`config.mk`:
```
export PLATFORM = sky130hd
export DESIGN_NAME = length_prefixed_xor_framer
export DESIGN_NICKNAME = d
export VERILOG_FILES = /design/src/rtl/core/lfx_pkg.sv /design/src/rtl/core/lfx_cfg_regs.sv /design/src/rtl/core/lfx_frame_ctrl.sv /design/src/rtl/core/lfx_out_burst.sv /design/src/rtl/core/length_prefixed_xor_framer.sv
export SDC_FILE = /design/constraint.sdc
export NUM_CORES = 1
export LEC_CHECK = 0
export ABC_AREA = 1
export BUFFER_PORTS_ARGS = -buffer_cell sky130_fd_sc_hd__buf_2
export CAP_MARGIN = 10
export CORE_MARGIN = 2
export CORE_UTILIZATION = 35
export CTS_CLUSTER_SIZE = 25
export DETAILED_ROUTE_END_ITERATION = 12
export GPL_ROUTABILITY_DRIVEN = 0
export GPL_TIMING_DRIVEN = 0
export PLACE_DENSITY_LB_ADDON = 0.08
export SLEW_MARGIN = 20
export SYNTH_ARGS = -nofsm -noshare
export SYNTH_HDL_FRONTEND = slang
export SYNTH_SLANG_ARGS = --single-unit
```
`constraint.sdc`:
```
create_clock -name clk -period 2.81 [get_ports clk]
set_clock_uncertainty 0.1 [all_clocks]
set_input_delay 0.843 -clock clk [delete_from_list [all_inputs] [get_ports clk]]
set_output_delay 0.843 -clock clk [all_outputs]
set_load 0.02 [all_outputs]
```
`src/rtl/core/lfx_pkg.sv`:
```
// ------------------------------------------------------------------------
// lfx_pkg
// types and constants shared by the length-prefixed xor framer
// ------------------------------------------------------------------------
`default_nettype none

package lfx_pkg;

	localparam int MAX_RESULTS = 4;
	localparam int RES_IDX_W   = $clog2(MAX_RESULTS);
	localparam int CFG_IDX_W   = 8;
	localparam int CFG_DATA_W  = 16;

	localparam logic [7:0]  HEAD_FIRST_RST  = 8'hAA;
	localparam logic [7:0]  HEAD_SECOND_RST = 8'h55;
	localparam logic [7:0]  TAIL_BYTE_RST   = 8'h0D;
	localparam logic [15:0] MAX_LENGTH_RST  = 16'd1024;

	typedef enum logic [1:0] {
		ERR_NONE       = 2'd0,
		ERR_LEN        = 2'd1,
		ERR_IDLE_DATA  = 2'd2,
		ERR_BUSY_START = 2'd3
	} err_e_t;

	typedef enum logic [0:0] {
		REQ_START = 1'b0,
		REQ_DATA  = 1'b1
	} req_e_t;

	typedef enum logic [CFG_IDX_W-1:0] {
		REG_HEAD_FIRST  = 8'd0,
		REG_HEAD_SECOND = 8'd1,
		REG_TAIL_BYTE   = 8'd2,
		REG_MAX_LENGTH  = 8'd3
	} reg_idx_e_t;

	typedef struct packed {
		logic [7:0]  head_first;
		logic [7:0]  head_second;
		logic [7:0]  tail_byte;
		logic [15:0] max_length;
	} cfg_t;

	typedef struct packed {
		logic [7:0] out_byte;
		logic       frame_end;
		logic       run_last;
		err_e_t     error;
	} result_t;

	typedef struct packed {
		logic [RES_IDX_W-1:0]            last_idx;
		result_t [MAX_RESULTS-1:0]       res;
	} burst_t;

endpackage

`default_nettype wire

```
`src/rtl/core/lfx_cfg_regs.sv`:
```
// ------------------------------------------------------------------------
// lfx_cfg_regs
// configuration register file: header, tail and length limit
// ------------------------------------------------------------------------
`default_nettype none

module lfx_cfg_regs import lfx_pkg::*; (
	input  wire logic                  clk,
	input  wire logic                  arst_n,
	input  wire logic                  wr_en,
	input  wire logic [CFG_IDX_W-1:0]  wr_index,
	input  wire logic [CFG_DATA_W-1:0] wr_data,
	output cfg_t                       cfg
);

	cfg_t cfg_q;

	always_ff @(posedge clk or negedge arst_n) begin
		if (!arst_n) begin
			cfg_q.head_first  <= HEAD_FIRST_RST;
			cfg_q.head_second <= HEAD_SECOND_RST;
			cfg_q.tail_byte   <= TAIL_BYTE_RST;
			cfg_q.max_length  <= MAX_LENGTH_RST;
		end else if (wr_en) begin
			case (wr_index)
				REG_HEAD_FIRST:  cfg_q.head_first  <= wr_data[7:0];
				REG_HEAD_SECOND: cfg_q.head_second <= wr_data[7:0];
				REG_TAIL_BYTE:   cfg_q.tail_byte   <= wr_data[7:0];
				REG_MAX_LENGTH:  cfg_q.max_length  <= wr_data[15:0];
				default: ;
			endcase
		end
	end

	assign cfg = cfg_q;

endmodule

`default_nettype wire

```
`src/rtl/core/lfx_frame_ctrl.sv`:
```
// ------------------------------------------------------------------------
// lfx_frame_ctrl
// frame state, xor accumulation and per-item result burst generation
// ------------------------------------------------------------------------
`default_nettype none

module lfx_frame_ctrl import lfx_pkg::*; (
	input  wire logic        clk,
	input  wire logic        arst_n,
	input  wire logic        accept,
	input  wire logic        req_type,
	input  wire logic [15:0] frame_length,
	input  wire logic [7:0]  data_byte,
	input  cfg_t             cfg,
	output burst_t           burst
);

	logic        in_frame_q;
	logic [15:0] bytes_left_q;
	logic [7:0]  running_xor_q;

	logic        in_frame_d;
	logic [15:0] bytes_left_d;
	logic [7:0]  running_xor_d;
	logic [15:0] left_dec;
	logic [7:0]  xor_next;

	function automatic result_t mk_res(logic [7:0] b, logic fe, logic rl, err_e_t e);
		result_t r;
		r.out_byte  = b;
		r.frame_end = fe;
		r.run_last  = rl;
		r.error     = e;
		return r;
	endfunction

	assign left_dec = bytes_left_q - 16'd1;
	assign xor_next = running_xor_q ^ data_byte;

	always_comb begin
		in_frame_d    = in_frame_q;
		bytes_left_d  = bytes_left_q;
		running_xor_d = running_xor_q;
		burst.last_idx = '0;
		for (int i = 0; i < MAX_RESULTS; i++) begin
			burst.res[i] = mk_res(8'd0, 1'b0, 1'b0, ERR_NONE);
		end
		if (req_type == REQ_START) begin
			if (in_frame_q) begin
				burst.res[0] = mk_res(8'd0, 1'b0, 1'b1, ERR_BUSY_START);
			end else if (frame_length == 16'd0 || frame_length > cfg.max_length) begin
				burst.res[0] = mk_res(8'd0, 1'b0, 1'b1, ERR_LEN);
			end else begin
				in_frame_d     = 1'b1;
				bytes_left_d   = frame_length;
				running_xor_d  = 8'd0;
				burst.last_idx = RES_IDX_W'(3);
				burst.res[0]   = mk_res(cfg.head_first, 1'b0, 1'b0, ERR_NONE);
				burst.res[1]   = mk_res(cfg.head_second, 1'b0, 1'b0, ERR_NONE);
				burst.res[2]   = mk_res(frame_length[15:8], 1'b0, 1'b0, ERR_NONE);
				burst.res[3]   = mk_res(frame_length[7:0], 1'b0, 1'b1, ERR_NONE);
			end
		end else begin
			if (!in_frame_q) begin
				burst.res[0] = mk_res(8'd0, 1'b0, 1'b1, ERR_IDLE_DATA);
			end else begin
				running_xor_d = xor_next;
				bytes_left_d  = left_dec;
				if (left_dec != 16'd0) begin
					burst.res[0] = mk_res(data_byte, 1'b0, 1'b1, ERR_NONE);
				end else begin
					in_frame_d     = 1'b0;
					burst.last_idx = RES_IDX_W'(2);
					burst.res[0]   = mk_res(data_byte, 1'b0, 1'b0, ERR_NONE);
					burst.res[1]   = mk_res(xor_next, 1'b0, 1'b0, ERR_NONE);
					burst.res[2]   = mk_res(cfg.tail_byte, 1'b1, 1'b1, ERR_NONE);
				end
			end
		end
	end

	always_ff @(posedge clk or negedge arst_n) begin
		if (!arst_n) begin
			in_frame_q    <= 1'b0;
			bytes_left_q  <= 16'd0;
			running_xor_q <= 8'd0;
		end else if (accept) begin
			in_frame_q    <= in_frame_d;
			bytes_left_q  <= bytes_left_d;
			running_xor_q <= running_xor_d;
		end
	end

endmodule

`default_nettype wire

```
`src/rtl/core/lfx_out_burst.sv`:
```
// ------------------------------------------------------------------------
// lfx_out_burst
// result register: holds one item's burst and sends it a byte per transfer
// ------------------------------------------------------------------------
`default_nettype none

module lfx_out_burst import lfx_pkg::*; (
	input  wire logic clk,
	input  wire logic arst_n,
	input  wire logic load,
	input  burst_t    load_burst,
	output logic      room,
	output logic      out_valid,
	input  wire logic out_stall,
	output result_t   out_res
);

	logic                   valid_q;
	logic [RES_IDX_W-1:0]   idx_q;
	logic [RES_IDX_W-1:0]   last_q;
	result_t [MAX_RESULTS-1:0] res_q;

	logic take;
	logic done;

	assign take      = valid_q && !out_stall;
	assign done      = take && (idx_q == last_q);
	assign room      = !valid_q || done;
	assign out_valid = valid_q;
	assign out_res   = res_q[idx_q];

	always_ff @(posedge clk or negedge arst_n) begin
		if (!arst_n) begin
			valid_q <= 1'b0;
			idx_q   <= '0;
			last_q  <= '0;
		end else if (load) begin
			valid_q <= 1'b1;
			idx_q   <= '0;
			last_q  <= load_burst.last_idx;
		end else if (done) begin
			valid_q <= 1'b0;
		end else if (take) begin
			idx_q <= idx_q + RES_IDX_W'(1);
		end
	end

	always_ff @(posedge clk) begin
		if (load) begin
			res_q <= load_burst.res;
		end
	end

endmodule

`default_nettype wire

```
`src/rtl/core/length_prefixed_xor_framer.sv`:
```
// ------------------------------------------------------------------------
// length_prefixed_xor_framer
// timing: first result of an item is valid in the cycle after its transfer
// throughput: one single-result item per cycle while out_stall is low; a start
//   emits four bytes and a closing data byte three, one per output transfer
// the result register sets the rate: a new item enters as its last byte leaves
// reset: frame state, burst register and config registers return to defaults
// ------------------------------------------------------------------------
`default_nettype none

module length_prefixed_xor_framer import lfx_pkg::*; (
	input  wire logic                  clk,
	input  wire logic                  arst_n,
	input  wire logic                  in_valid,
	output logic                       in_stall,
	input  wire logic                  req_type,
	input  wire logic [15:0]           frame_length,
	input  wire logic [7:0]            data_byte,
	output logic                       out_valid,
	input  wire logic                  out_stall,
	output logic [7:0]                 out_byte,
	output logic                       frame_end,
	output logic                       run_last,
	output logic [1:0]                 error,
	input  wire logic                  cfg_valid,
	output logic                       cfg_ready,
	input  wire logic [CFG_IDX_W-1:0]  cfg_index,
	input  wire logic [CFG_DATA_W-1:0] cfg_data
);

	cfg_t    cfg;
	burst_t  burst;
	result_t out_res;
	logic    room;
	logic    accept;

	assign cfg_ready = 1'b1;
	assign in_stall  = !room;
	assign accept    = in_valid && room;

	lfx_cfg_regs u_cfg (
		.clk      (clk),
		.arst_n   (arst_n),
		.wr_en    (cfg_valid && cfg_ready),
		.wr_index (cfg_index),
		.wr_data  (cfg_data),
		.cfg      (cfg)
	);

	lfx_frame_ctrl u_ctrl (
		.clk          (clk),
		.arst_n       (arst_n),
		.accept       (accept),
		.req_type     (req_type),
		.frame_length (frame_length),
		.data_byte    (data_byte),
		.cfg          (cfg),
		.burst        (burst)
	);

	lfx_out_burst u_out (
		.clk        (clk),
		.arst_n     (arst_n),
		.load       (accept),
		.load_burst (burst),
		.room       (room),
		.out_valid  (out_valid),
		.out_stall  (out_stall),
		.out_res    (out_res)
	);

	assign out_byte  = out_res.out_byte;
	assign frame_end = out_res.frame_end;
	assign run_last  = out_res.run_last;
	assign error     = out_res.error;

endmodule

`default_nettype wire

```
==> results.md, run 1 <==
CTS:
- The number of clock buffers added by TritonCTS is 9.
- In this run the deepest clock path goes through 2 buffers.
- The clock insertion delay at the later pin of the skew report is 0.36 ns.
- In this run the clock root is driven by a sky130_fd_sc_hd__clkbuf_16.
- The number of sinks handled by clock tree synthesis is 107.
- After clock tree synthesis, the setup repair step added 0 buffers.
- After clock tree synthesis, the clock-pin slew on the worst setup and hold paths is 0.08 ns.
- The H-tree level count is 3.
- The CTS tree is done.
- The count of hold buffers inserted by post-cts repair is 0.

Job:
- The number of max-capacitance violations reported is 0.

Synthesis:
- The post-synth net total is 787.
- The number of different library cells in the post-synthesis netlist is 46.
- The post-synthesis instance area is 6020 µm².
- Synthesis produced a netlist whose cell count is 713.
- The cell taking the most area after synthesis is sky130_fd_sc_hd__dfrtp_1.
- The fraction of post-synthesis cell area in the top cell type by area is 24.1%.
- Dividing the synthesized area by the synthesized cell count gives 8.45 µm².
- The synthesized design contains 107 register bits.
- The count of synthesis-stage warnings from yosys is 0.
- For this run, the leading register cell type out of synthesis is sky130_fd_sc_hd__dfrtp_1.
- Yosys attributes the largest share of cell area to sky130_fd_sc_hd__dfrtp_1 24%, sky130_fd_sc_hd__edfxtp_1 18%, sky130_fd_sc_hd__nand2_1 11%.
- The sequential-to-total area share from yosys stat is 47.8%.
- Counting flops with a built-in enable in the synthesized netlist gives 37.
- Counting flops with an async set or reset pin after synthesis yields a share of 65.4%.
- By count the netlist is led by 178 x sky130_fd_sc_hd__nand2_1, 69 x sky130_fd_sc_hd__nor2_1, 65 x sky130_fd_sc_hd__inv_1, 65 x sky130_fd_sc_hd__o21ai_0, 58 x sky130_fd_sc_hd__dfrtp_1.
- By instance count, the leading cell after synthesis is sky130_fd_sc_hd__nand2_1.

Place:
- After detailed placement, the total cell area comes to 6660 µm².
- The HPWL reported at the end of detailed placement is 12,900 µm.
- Input and output buffers added on the ports amount to 67.
- The number of placed instances, taps included, is 1,001.

Route:
- The number of design-rule violations left by the first detailed-router iteration is 314.
- The detail route stage leaves a number of antenna-violating nets equal to 0.
- The via density per instance is 4.84.
- The wire length per cell after detailed routing is 16.4 µm.
- The final route contains 4,911 vias.
- The number of iterations in the first detailed-routing pass is 4.
- Wires add up to 16,600 µm.
- The remaining design rule violation count is 0.

STA:
- The total of endpoints with negative setup slack in the final report is 0.
- The actual transition at the worst max-transition pin is 0.727 ns.
- The worst slew slack as a fraction of its limit is 51.5%.
- The aggregate negative setup slack is 0 ns.
- Setup repair after global routing could not meet its margin everywhere.
- The final max-slew violation count was 0.
- The final critical-path share of the clock period is 98.2%.
- Derived from the worst setup path, the maximum achievable clock frequency is 362 MHz.
- The hold violation count in the final report is 0.
- The clock period minus worst slack is 2.76 ns.

GRT:
- The number of antenna violations at the first check in global routing is 0.
- The global-route wire length before repair is 26,400 µm.
- The number of global-route vias before repair is 4,875.
- The combined global-route utilization of all metal layers is 19.2%.
- The largest net degree at the start of global routing is 54.
- Global routing finished with a remaining overflow of 0.

Worst setup path:
- The worst setup path is launched from a register.
- The worst setup path is of the register to primary output kind.
- The signal on the critical path passes through buf_4 > inv_2 > buf_2 > nor2_1 > o311ai_1 > buf_2.
- In this run the worst path has a maximum fanout of 10.
- The library cell contributing the largest single delay on the critical path is sky130_fd_sc_hd__dfrtp_1.
- The maximum single-stage delay on the critical path is 0.36 ns.
- The worst setup path is captured at a primary output.
- The worst endpoint required time is 1.87 ns.
- By instance count, the cell type seen most on the critical path is sky130_fd_sc_hd__buf_2.
- The signal arrival time at the worst endpoint is 1.82 ns.

Cells and area:
- The filler cells instantiated in the layout total 1,731.
- The sequential cells in the finished layout cover a total of 2880 µm².
- The area occupied by multi-input gates is 2750 µm².
- The final net count is 864.
- The non-filler instance count after layout is 1,015.
- 0 antenna diodes ended up in the layout.
- The final design area excluding fillers is 7000 µm².
- The share of final-layout standard cells stronger than drive strength 1 is 21.5%.
- Compared with the post-synthesis result, the final layout area differs by 16.3%.

Power:
- IR analysis of the VDD net gives a maximum drop of 0.694 mV.
- The design draws 6270 µW.
- The power per unit of standard cell area is 895 nW/µm².
- The leakage component of the power is 0.00319 µW.

Worst hold path:
- In this run the worst hold path is classified as input port to async pin.

Die:
- The placeable core area is 16,700 µm².
- The floorplan has 47 rows.
- The vertical die dimension is 135 µm.
- The floorplan die area is 18,300 µm².
- The horizontal extent of the die is 135 µm.
- The I/O pin total is 69.
- Once the floorplan was initialized, standard cells occupied 36.1% of the core.

Run status:
- The run finished with clean final reports.
## per-stage QoR
stage               hold slack [ns]  setup WS (ns)  util, %
floorplan                     0.342         0.0808        -
global placement              0.358         -0.738     39.7
detailed placement            0.361         -0.772     39.9
CTS                           0.268        0.00783     41.8
global route                  0.277        -0.0293     41.9
finish                        0.268         0.0495     41.9
## sequential cells by signal, summed over array words and instances, names as in the netlist
name and cells:
u_cfg.cfg 40, u_out.res_q 37, u_ctrl.bytes_left_q 16, u_ctrl.running_xor_q 8
u_out.idx_q 2, u_out.last_q 2, u_ctrl.in_frame_q 1, u_out.out_valid 1
## kinds of logic after synthesis
kind of cell,count (synthesis),share of synthesized area [%]
compound gates,108,10.1
xor+xnor,10,1.45
fa+ha+maj,20,4.16
buf+inv,104,7.06
flops,107,47.8
other cells,1,0.0623
simple gates,363,29.3
## cells in the final DEF (no fill, tap or decap), drive strengths merged, types with 2 or more instances in the layout
| master | count |
|---|---|
| o311ai | 8 |
| buf | 78 |
| nand3b | 4 |
| nand4 | 11 |
| nand2 | 192 |
| nand3 | 61 |
| xnor2 | 9 |
| dfrtp | 58 |
| inv | 76 |
| nor2 | 82 |
| a21oi | 16 |
| clkinv | 5 |
| dfstp | 12 |
| a31oi | 2 |
| nor3 | 3 |
| o21bai | 2 |
| nor4 | 5 |
| o21ai | 79 |
| or2 | 2 |
| ha | 20 |
| clkbuf | 25 |
| edfxtp | 37 |
## timing repair
item	CTS	global route
setup endpoints to repair	29	28
gates resized for setup	11	9
pin swaps	0	0
## metal layers
layer,share of wire (%),vias to the layer above,GRT usage [%],wire length (µm)
met5,0,-,0,0
met4,1.8,0,6.66,305
met3,3.0,19,2.36,504
met2,44,100,29.6,7340
met1,51,2294,27.9,8450
li1,-,2498,-,-
## where the power goes
part / leakage (µW) / internal, µW / total, µW / switching, µW
sequential: 0.00120 / 1990 / 2230 / 245
clock: 0.000150 / 709 / 1360 / 648
combinational: 0.00184 / 857 / 2680 / 1820
## worst max-delay path: cells and delay by family (launching register included)
family / cells / cell delay (ns)
and+or+nand+nor: 1 / 0.06
DFF: 1 / 0.36
buffers and inverters: 4 / 0.69
AOI/OAI and AO/OA: 1 / 0.34
## worst paths after layout
check | from | end | slack, ns | cells past startpoint
max | u_out.idx_q[0] | out_byte[1] | 0.05 | 6
min | arst_n | u_ctrl.bytes_left_q[4] | 0.27 | 1
max reg2reg | u_out.idx_q[0] | u_ctrl.bytes_left_q[14] | 0.29 | 13
min reg2reg | u_ctrl.bytes_left_q[1] | u_ctrl.bytes_left_q[1] | 0.38 | 2
max in group asynchronous | arst_n | u_cfg.cfg[39] | 1.71 | 2
min in group clk | u_ctrl.bytes_left_q[1] | u_ctrl.bytes_left_q[1] | 0.38 | 2
## area by class of cell
cell class,instances,area share [%]
sequential,107,41.1
buffer,26,1.98
timing repair buffer,68,5.22
multi-input combinational,502,39.3
clock inverter,7,1.20
inverter,76,4.09
clock buffer,9,3.22
tap,220,3.93
No activity file was read; power rests on OpenSTA's default activity.
==> run 2, diff against run 1 <==
--- a/config.mk
+++ b/config.mk
@@ -10,6 +10,7 @@
 export CAP_MARGIN = 10
 export CORE_MARGIN = 2
 export CORE_UTILIZATION = 35
+export CTS_BUF_LIST = sky130_fd_sc_hd__clkbuf_4 sky130_fd_sc_hd__clkbuf_8
 export CTS_CLUSTER_SIZE = 25
 export DETAILED_ROUTE_END_ITERATION = 12
 export GPL_ROUTABILITY_DRIVEN = 0
==> run 2 against run 1 <==
Net effect:
- critical path type unchanged
- sequential share of layout area rose by 0.48 points
- hold slack got worse by 0.047 ns
- critical endpoint unchanged
- register-to-register slack got worse by 0.02 ns
- sequential cell count did not move
==> results.md, run 2 (same netlist as run 1, synthesis figures left out) <==
Run status:
- The run finished with clean final reports.

GRT:
- The number of antenna violations at the first check in global routing came to 0 (unchanged).
- The number of global-route vias before repair is 4,857 (-0.37%).
- The residual overflow from global routing came to 0 (unchanged).
- The largest net degree at the start of global routing is 54 (unchanged).
- The combined global-route utilization of all metal layers is 19.1% (-0.082 points).
- The global-route wire length before repair was 26,300 µm (-0.60%).

Die:
- The floorplan die area is 18,300 µm² (unchanged).
- The placeable core area is 16,700 µm² (unchanged).
- The horizontal extent of the die is 135 µm (unchanged).
- The I/O pin total is 69 (unchanged).
- The effective utilization at floorplan is 36.1% (unchanged).
- The number of rows created at floorplan was 47 (unchanged).
- The vertical die dimension was 135 µm (unchanged).

CTS:
- The count of hold buffers inserted by post-cts repair is 0 (unchanged).
- The CTS tree is done.
- The number of sinks handled by clock tree synthesis is 107 (unchanged).
- The clock transition at the registers of the reported paths was 0.12 ns (+0.04 ns).
- The clock tree root buffer cell is sky130_fd_sc_hd__clkbuf_8.
- The clock insertion delay at the later pin of the skew report was 0.40 ns (+0.04 ns).
- The H-tree level count is 3 (unchanged).
- The number of CTS-inserted buffers is 9 (unchanged).
- The maximum buffer depth of the clock tree was 2 (unchanged).

Cells and area:
- The library cell used most frequently in the layout, excluding fill and tap cells, is sky130_fd_sc_hd__nand2_1.
- The number of inserted diodes is 0 (unchanged).
- The final net count came to 864 (unchanged).
- The non-filler instance count after layout is 1,015 (unchanged).
- The share of the core filled with cells came to 41.4% (-0.49 points).
- The top cell types in the final layout, fill and taps aside, are 178 x sky130_fd_sc_hd__nand2_1, 69 x sky130_fd_sc_hd__nor2_1, 67 x sky130_fd_sc_hd__buf_2.
- The share of final-layout standard cells stronger than drive strength 1 came to 21.8% (+0.25 points).
- The number of flip-flops under the largest register name came to 40 (unchanged).
- From synthesis to final layout, the design area changed by 14.9%.

Worst setup path:
- The cell repeated most along the worst path is sky130_fd_sc_hd__buf_4.
- The signal arrival time at the worst endpoint was 1.77 ns (-0.05 ns).
- Among cell families on the critical path, the largest total delay comes from buffers and inverters.
- The number of buffers and inverters on the critical path is 4 (unchanged).
- The worst setup path is launched from a register.
- The number of cell instances on the worst register-to-register path was 13 (unchanged).
- The setup slack on the worst flop-to-flop path is 0.27 ns (-0.02 ns).
- The critical path goes through buf_4 > inv_2 > buf_6 > nor2_1 > o311ai_2 > buf_4.
- The worst endpoint required time is 1.87 ns (about the same).
- The largest driver fanout on the critical path is 10 (unchanged).
- The maximum single-stage delay on the critical path came to 0.38 ns (+0.02 ns).
- The endpoint identified for the worst register-to-register timing path is u_ctrl.bytes_left_q[14].
- The slowest stage of the critical path is the sky130_fd_sc_hd__dfrtp_1 cell.
- The classification of the worst setup path is register to primary output.
- The start of the worst register-to-register path is u_out.idx_q[0].
- STA classifies the critical path endpoint as a primary output.

Place:
- The HPWL reported at the end of detailed placement is 12,900 µm (unchanged).
- The number of cells after detailed placement was 1,001 (unchanged).
- The count of port buffers added during placement is 67 (unchanged).

STA:
- The clock period minus worst slack was 2.71 ns (-0.0497 ns).
- Setup repair after global routing left no endpoint under its margin.
- The final hold slack is 0.220 ns (-0.0475 ns).
- The worst slew slack as a fraction of its limit is 51.4% (-0.12 points).
- The maximum frequency from static timing analysis is 369 MHz (+1.8%).
- The final max-slew violation count came to 0 (unchanged).
- The actual transition at the worst max-transition pin is 0.729 ns (+0.00176 ns).
- The hold violation count in the final report is 0 (unchanged).
- The final critical-path share of the clock period is 96.5% (-1.8 points).
- The total of endpoints with negative setup slack in the final report is 0 (unchanged).

Job:
- The number of max-capacitance violations reported came to 0 (unchanged).

Power:
- The power per unit of standard cell area is 864 nW/µm² (-3.5%).
- The worst supply voltage drop on vdd is 0.697 mV (+0.42%).
- The leakage component of the power is 0.00315 µW (-1.2%).

Route:
- The remaining design rule violation count was 0 (unchanged).
- The wire length per cell after detailed routing is 16.3 µm (-0.31%).
- The number of design-rule violations left by the first detailed-router iteration is 289 (-8.0%).
- The total wirelength of the detailed-routed design is 16,600 µm (-0.31%).
- The count of vias placed by the detailed router is 4,898 (-0.26%).
- The count of nets left with antenna violations after detail routing came to 0 (unchanged).
- The via density per instance came to 4.83 (-0.26%).
- The number of iterations in the first detailed-routing pass is 4 (unchanged).

Worst hold path:
- The path class of the lowest-slack min-delay path is input port to async pin.
## run 2: cell count changes in the layout (fill, tap and decap cells not counted), moves of 2 or more
cell,before,now
sky130_fd_sc_hd__clkbuf_16,9,0
sky130_fd_sc_hd__clkbuf_8,0,9
sky130_fd_sc_hd__buf_2,70,67
sky130_fd_sc_hd__buf_4,5,7
## run 2: worst reg2reg max path: stages, from the launching register on
cell and delay (ns):
sky130_fd_sc_hd__dfrtp_1 0.38, sky130_fd_sc_hd__buf_4 0.16, sky130_fd_sc_hd__inv_2 0.10, sky130_fd_sc_hd__or2_1 0.11, sky130_fd_sc_hd__nand3_1 0.08, sky130_fd_sc_hd__nand2_2 0.12, sky130_fd_sc_hd__nand2_4 0.09, sky130_fd_sc_hd__nor2_8 0.57
sky130_fd_sc_hd__nand2_2 0.18, sky130_fd_sc_hd__nand2_4 0.18, sky130_fd_sc_hd__nand2_4 0.10, sky130_fd_sc_hd__buf_6 0.16, sky130_fd_sc_hd__nand2_1 0.06, sky130_fd_sc_hd__nand2_1 0.05
## run 2: layer usage
metal,vias up,wire length [µm],track usage [%]
li1,2501,-,-
met1,2264,8280,27.6
met2,111,7320,29.7
met3,22,663,3.14
met4,0,282,5.44
met5,-,0,0
## run 2: worst max-delay path by stage
stage	slack [ns]	endpoint	cells past startpoint	start
final	0.1	out_byte[1]	6	u_out.idx_q[0]
after global routing	0.005	out_byte[7]	6	u_out.idx_q[0]
after CTS	0.02	out_byte[7]	6	u_out.idx_q[0]
after detailed placement	-0.77	u_ctrl.bytes_left_q[4]	10	req_type
after global placement	-0.74	u_ctrl.bytes_left_q[6]	10	req_type
after floorplan	0.08	u_ctrl.bytes_left_q[0]	9	req_type
## run 2: stage by stage
| stage | cell area (µm²) | power (µW) | worst slack, ns | TNS [ns] |
|---|---|---|---|---|
| after floorplan | 6020 | 4110 | 0.0808 | 0 |
| after global placement | 6630 | 4830 | -0.738 | -16.72 |
| after detailed placement | 6660 | 4870 | -0.772 | -17.83 |
| after CTS | 6900 | 5980 | 0.0214 | 0 |
| after global routing | 6920 | 6420 | 0.00547 | 0 |
| final | 6920 | 5980 | 0.0992 | 0 |
## run 2: report_power, final
group          total, µW  switching [µW]  internal [µW]
registers           2230             243           1990
clock network       1040             608            429
logic               2710            1820            886
total               5980            2680           3300
## run 2: area by class of cell
cell class,count,area [µm²]
clock buffers,9,124
flip-flops and latches,107,2880
well taps,220,275
clock inverters,7,83.8
fillers,1742,9780
repair buffers,68,370
multi-input cells,502,2760
plain buffers,26,146
inverters,76,287
## run 2: timing repair
action	in CTS	in global routing
setup endpoints to repair	29	13
gates resized for setup	15	12
pin swaps	0	1
setup buffers	0	0
==> run 3, diff against run 2 <==
==> constraint.sdc (replaced) <==
create_clock -name clk -period 3.2 [get_ports clk]
set_clock_uncertainty 0.1 [all_clocks]
set_input_delay 0.96 -clock clk [delete_from_list [all_inputs] [get_ports clk]]
set_output_delay 0.96 -clock clk [all_outputs]
set_load 0.02 [all_outputs]
==> run 3 against run 2 <==
Net effect:
- wire length fell by 1.0%
- hold slack improved by 0.12 ns
- highest routed layer unchanged
- worst setup slack improved by 0.017 ns
- sequential share of layout area rose by 0.35 points
- power fell by 14%
- design area fell by 0.83%
- non-clock buffer count fell by 1
- combinational power fell by 16%
- core utilization fell by 0.34 points
- clock-buffer cell count did not move
==> results.md, run 3 (same netlist as run 1, synthesis figures left out) <==
STA:
- The aggregate negative setup slack came to 0 ns (unchanged).
- The final max-slew violation count is 0 (unchanged).
- The actual transition at the worst max-transition pin is 0.730 ns (+0.00175 ns).
- The total of endpoints with negative setup slack in the final report is 0 (unchanged).
- The final critical-path share of the clock period is 96.4%.
- The clock period minus worst slack is 3.08 ns.
- Setup repair after global routing left no endpoint under its margin.
- The hold violation count in the final report was 0 (unchanged).
- The worst slew slack as a fraction of its limit came to 51.3% (-0.12 points).
- The maximum frequency from static timing analysis is 324 MHz.

Route:
- The count of vias placed by the detailed router is 4,888 (-0.20%).
- The total wirelength of the detailed-routed design is 16,400 µm (-1.0%).
- The number of iterations in the first detailed-routing pass is 4 (unchanged).
- The wire length per cell after detailed routing is 16.2 µm (-0.91%).
- The number of design-rule violations left by the first detailed-router iteration is 258 (-11%).
- The count of nets left with antenna violations after detail routing came to 0 (unchanged).
- The via density per instance is 4.82 (-0.11%).
- The remaining design rule violation count is 0 (unchanged).

Cells and area:
- In the layout the commonest cells are 178 x sky130_fd_sc_hd__nand2_1, 69 x sky130_fd_sc_hd__nor2_1, 69 x sky130_fd_sc_hd__buf_2.
- The non-filler instance count after layout is 1,014 (-0.099%).
- The share of final-layout standard cells stronger than drive strength 1 is 20.7% (-1.1 points).
- The most common library cell in the layout ignoring fill and taps is sky130_fd_sc_hd__nand2_1.
- The share of the core filled with cells is 41.1% (-0.34 points).
- The area growth from synthesis to final layout is 14.0%.
- The number of flip-flops under the largest register name came to 40 (unchanged).
- The number of inserted diodes is 0 (unchanged).
- The number of filler instances in the final layout is 1,749 (+0.40%).
- The final net count is 863 (-0.12%).

Power:
- The power consumption was 5140 µW (-14%).
- The leakage component of the power is 0.00312 µW (-0.94%).
- The worst supply voltage drop on vdd was 0.687 mV (-1.5%).
- The power per unit of standard cell area is 750 nW/µm² (-13%).

Die:
- The placeable core area is 16,700 µm² (unchanged).
- The I/O pin total is 69 (unchanged).
- The horizontal extent of the die is 135 µm (unchanged).
- The vertical die dimension is 135 µm (unchanged).
- The effective utilization at floorplan is 36.1% (unchanged).
- The floorplan die area was 18,300 µm² (unchanged).
- The number of rows created at floorplan is 47 (unchanged).

CTS:
- The setup fix buffers added after clock tree synthesis is 0 (unchanged).
- The clock transition at the registers of the reported paths is 0.12 ns (about the same).
- The tree is rooted in a sky130_fd_sc_hd__clkbuf_8.
- The maximum buffer depth of the clock tree was 2 (unchanged).
- The clock insertion delay at the later pin of the skew report is 0.39 ns (about the same).
- The H-tree level count is 3 (unchanged).
- The CTS tree is done.
- The number of sinks handled by clock tree synthesis was 107 (unchanged).
- The number of CTS-inserted buffers was 9 (unchanged).

GRT:
- The residual overflow from global routing is 0 (unchanged).
- The global-route wire length before repair was 26,200 µm (-0.32%).
- The largest net degree at the start of global routing is 54 (unchanged).
- The number of global-route vias before repair is 4,844 (-0.27%).
- The number of antenna violations at the first check in global routing is 0 (unchanged).
- The combined global-route utilization of all metal layers came to 19.0% (-0.064 points).

Worst setup path:
- The number of cell instances on the worst register-to-register path came to 12 (-1).
- The worst setup path is captured at a primary output.
- STA classifies the critical path startpoint as a register.
- The signal arrival time at the worst endpoint came to 2.02 ns (+0.25 ns).
- The largest driver fanout on the critical path was 23 (+13).
- The worst endpoint required time came to 2.14 ns (+0.27 ns).
- The classification of the worst setup path is register to primary output.

Run status:
- The run finished with clean final reports.

Job:
- The number of max-capacitance violations reported is 0 (unchanged).

Worst hold path:
- The path class of the lowest-slack min-delay path is input port to async pin.

Place:
- The HPWL reported at the end of detailed placement is 12,900 µm (unchanged).
- The count of port buffers added during placement is 67 (unchanged).
- The number of cells after detailed placement was 1,001 (unchanged).
## run 3: path summary, 6_finish.rpt
path                                         from                     end  slack (ns)
max                                u_out.idx_q[0]             out_byte[5]        0.12
min                                        arst_n  u_ctrl.bytes_left_q[4]        0.34
max reg2reg                        u_out.idx_q[0]  u_ctrl.bytes_left_q[7]        0.42
min reg2reg                u_ctrl.bytes_left_q[1]  u_ctrl.bytes_left_q[1]        0.39
max in group asynchronous                  arst_n           u_cfg.cfg[18]        2.03
min in group clk           u_ctrl.bytes_left_q[1]  u_ctrl.bytes_left_q[1]        0.39
## run 3: routing by layer
layer | up-vias | GRT usage [%] | wire (µm)
met2 | 106 | 29.6 | 7280
met4 | 0 | 5.15 | 255
met1 | 2264 | 27.6 | 8220
met3 | 20 | 3.14 | 623
met5 | - | 0 | 0
li1 | 2498 | - | -
## run 3: power breakdown
group / switching (µW) / total (µW) / leakage, µW / internal [µW]
logic: 1560 / 2280 / 0.00182 / 714
clock network: 533 / 909 / 0.000104 / 377
registers: 212 / 1960 / 0.00120 / 1750
total: 2310 / 5140 / 0.00312 / 2840
## run 3: final cells by class
class / count / area [µm²] / share of cell area (%)
Buffer: 25 / 131 / 1.91
Clock buffer: 9 / 124 / 1.80
Clock inverter: 7 / 83.8 / 1.22
Inverter: 76 / 287 / 4.18
Multi-Input combinational cell: 502 / 2720 / 39.6
Sequential cell: 107 / 2880 / 41.9
Tap cell: 220 / 275 / 4.01
Timing Repair Buffer: 68 / 365 / 5.32
## run 3: through the flow
step	worst slack [ns]	hold slack, ns	cell area (µm²)
after floorplan	0.354	0.342	6020
after global placement	-0.465	0.358	6630
after detailed placement	-0.499	0.361	6660
after CTS	0.0723	0.335	6870
after global routing	0.0166	0.337	6860
final	0.116	0.342	6860
## run 3: worst max-delay path, cell delays in order (launching register included)
cell and delay, ns:
sky130_fd_sc_hd__dfrtp_1 0.38, sky130_fd_sc_hd__buf_4 0.16, sky130_fd_sc_hd__inv_2 0.28, sky130_fd_sc_hd__nor2_1 0.07
sky130_fd_sc_hd__o311ai_0 0.47, sky130_fd_sc_hd__buf_2 0.26
## run 3: repair_timing
item / 4_1_cts / 5_1_grt
setup endpoints to repair: 16 / 25
hold endpoints to repair: 0 / 0
hold buffers: 0 / 0
gates resized for setup: 3 / 2
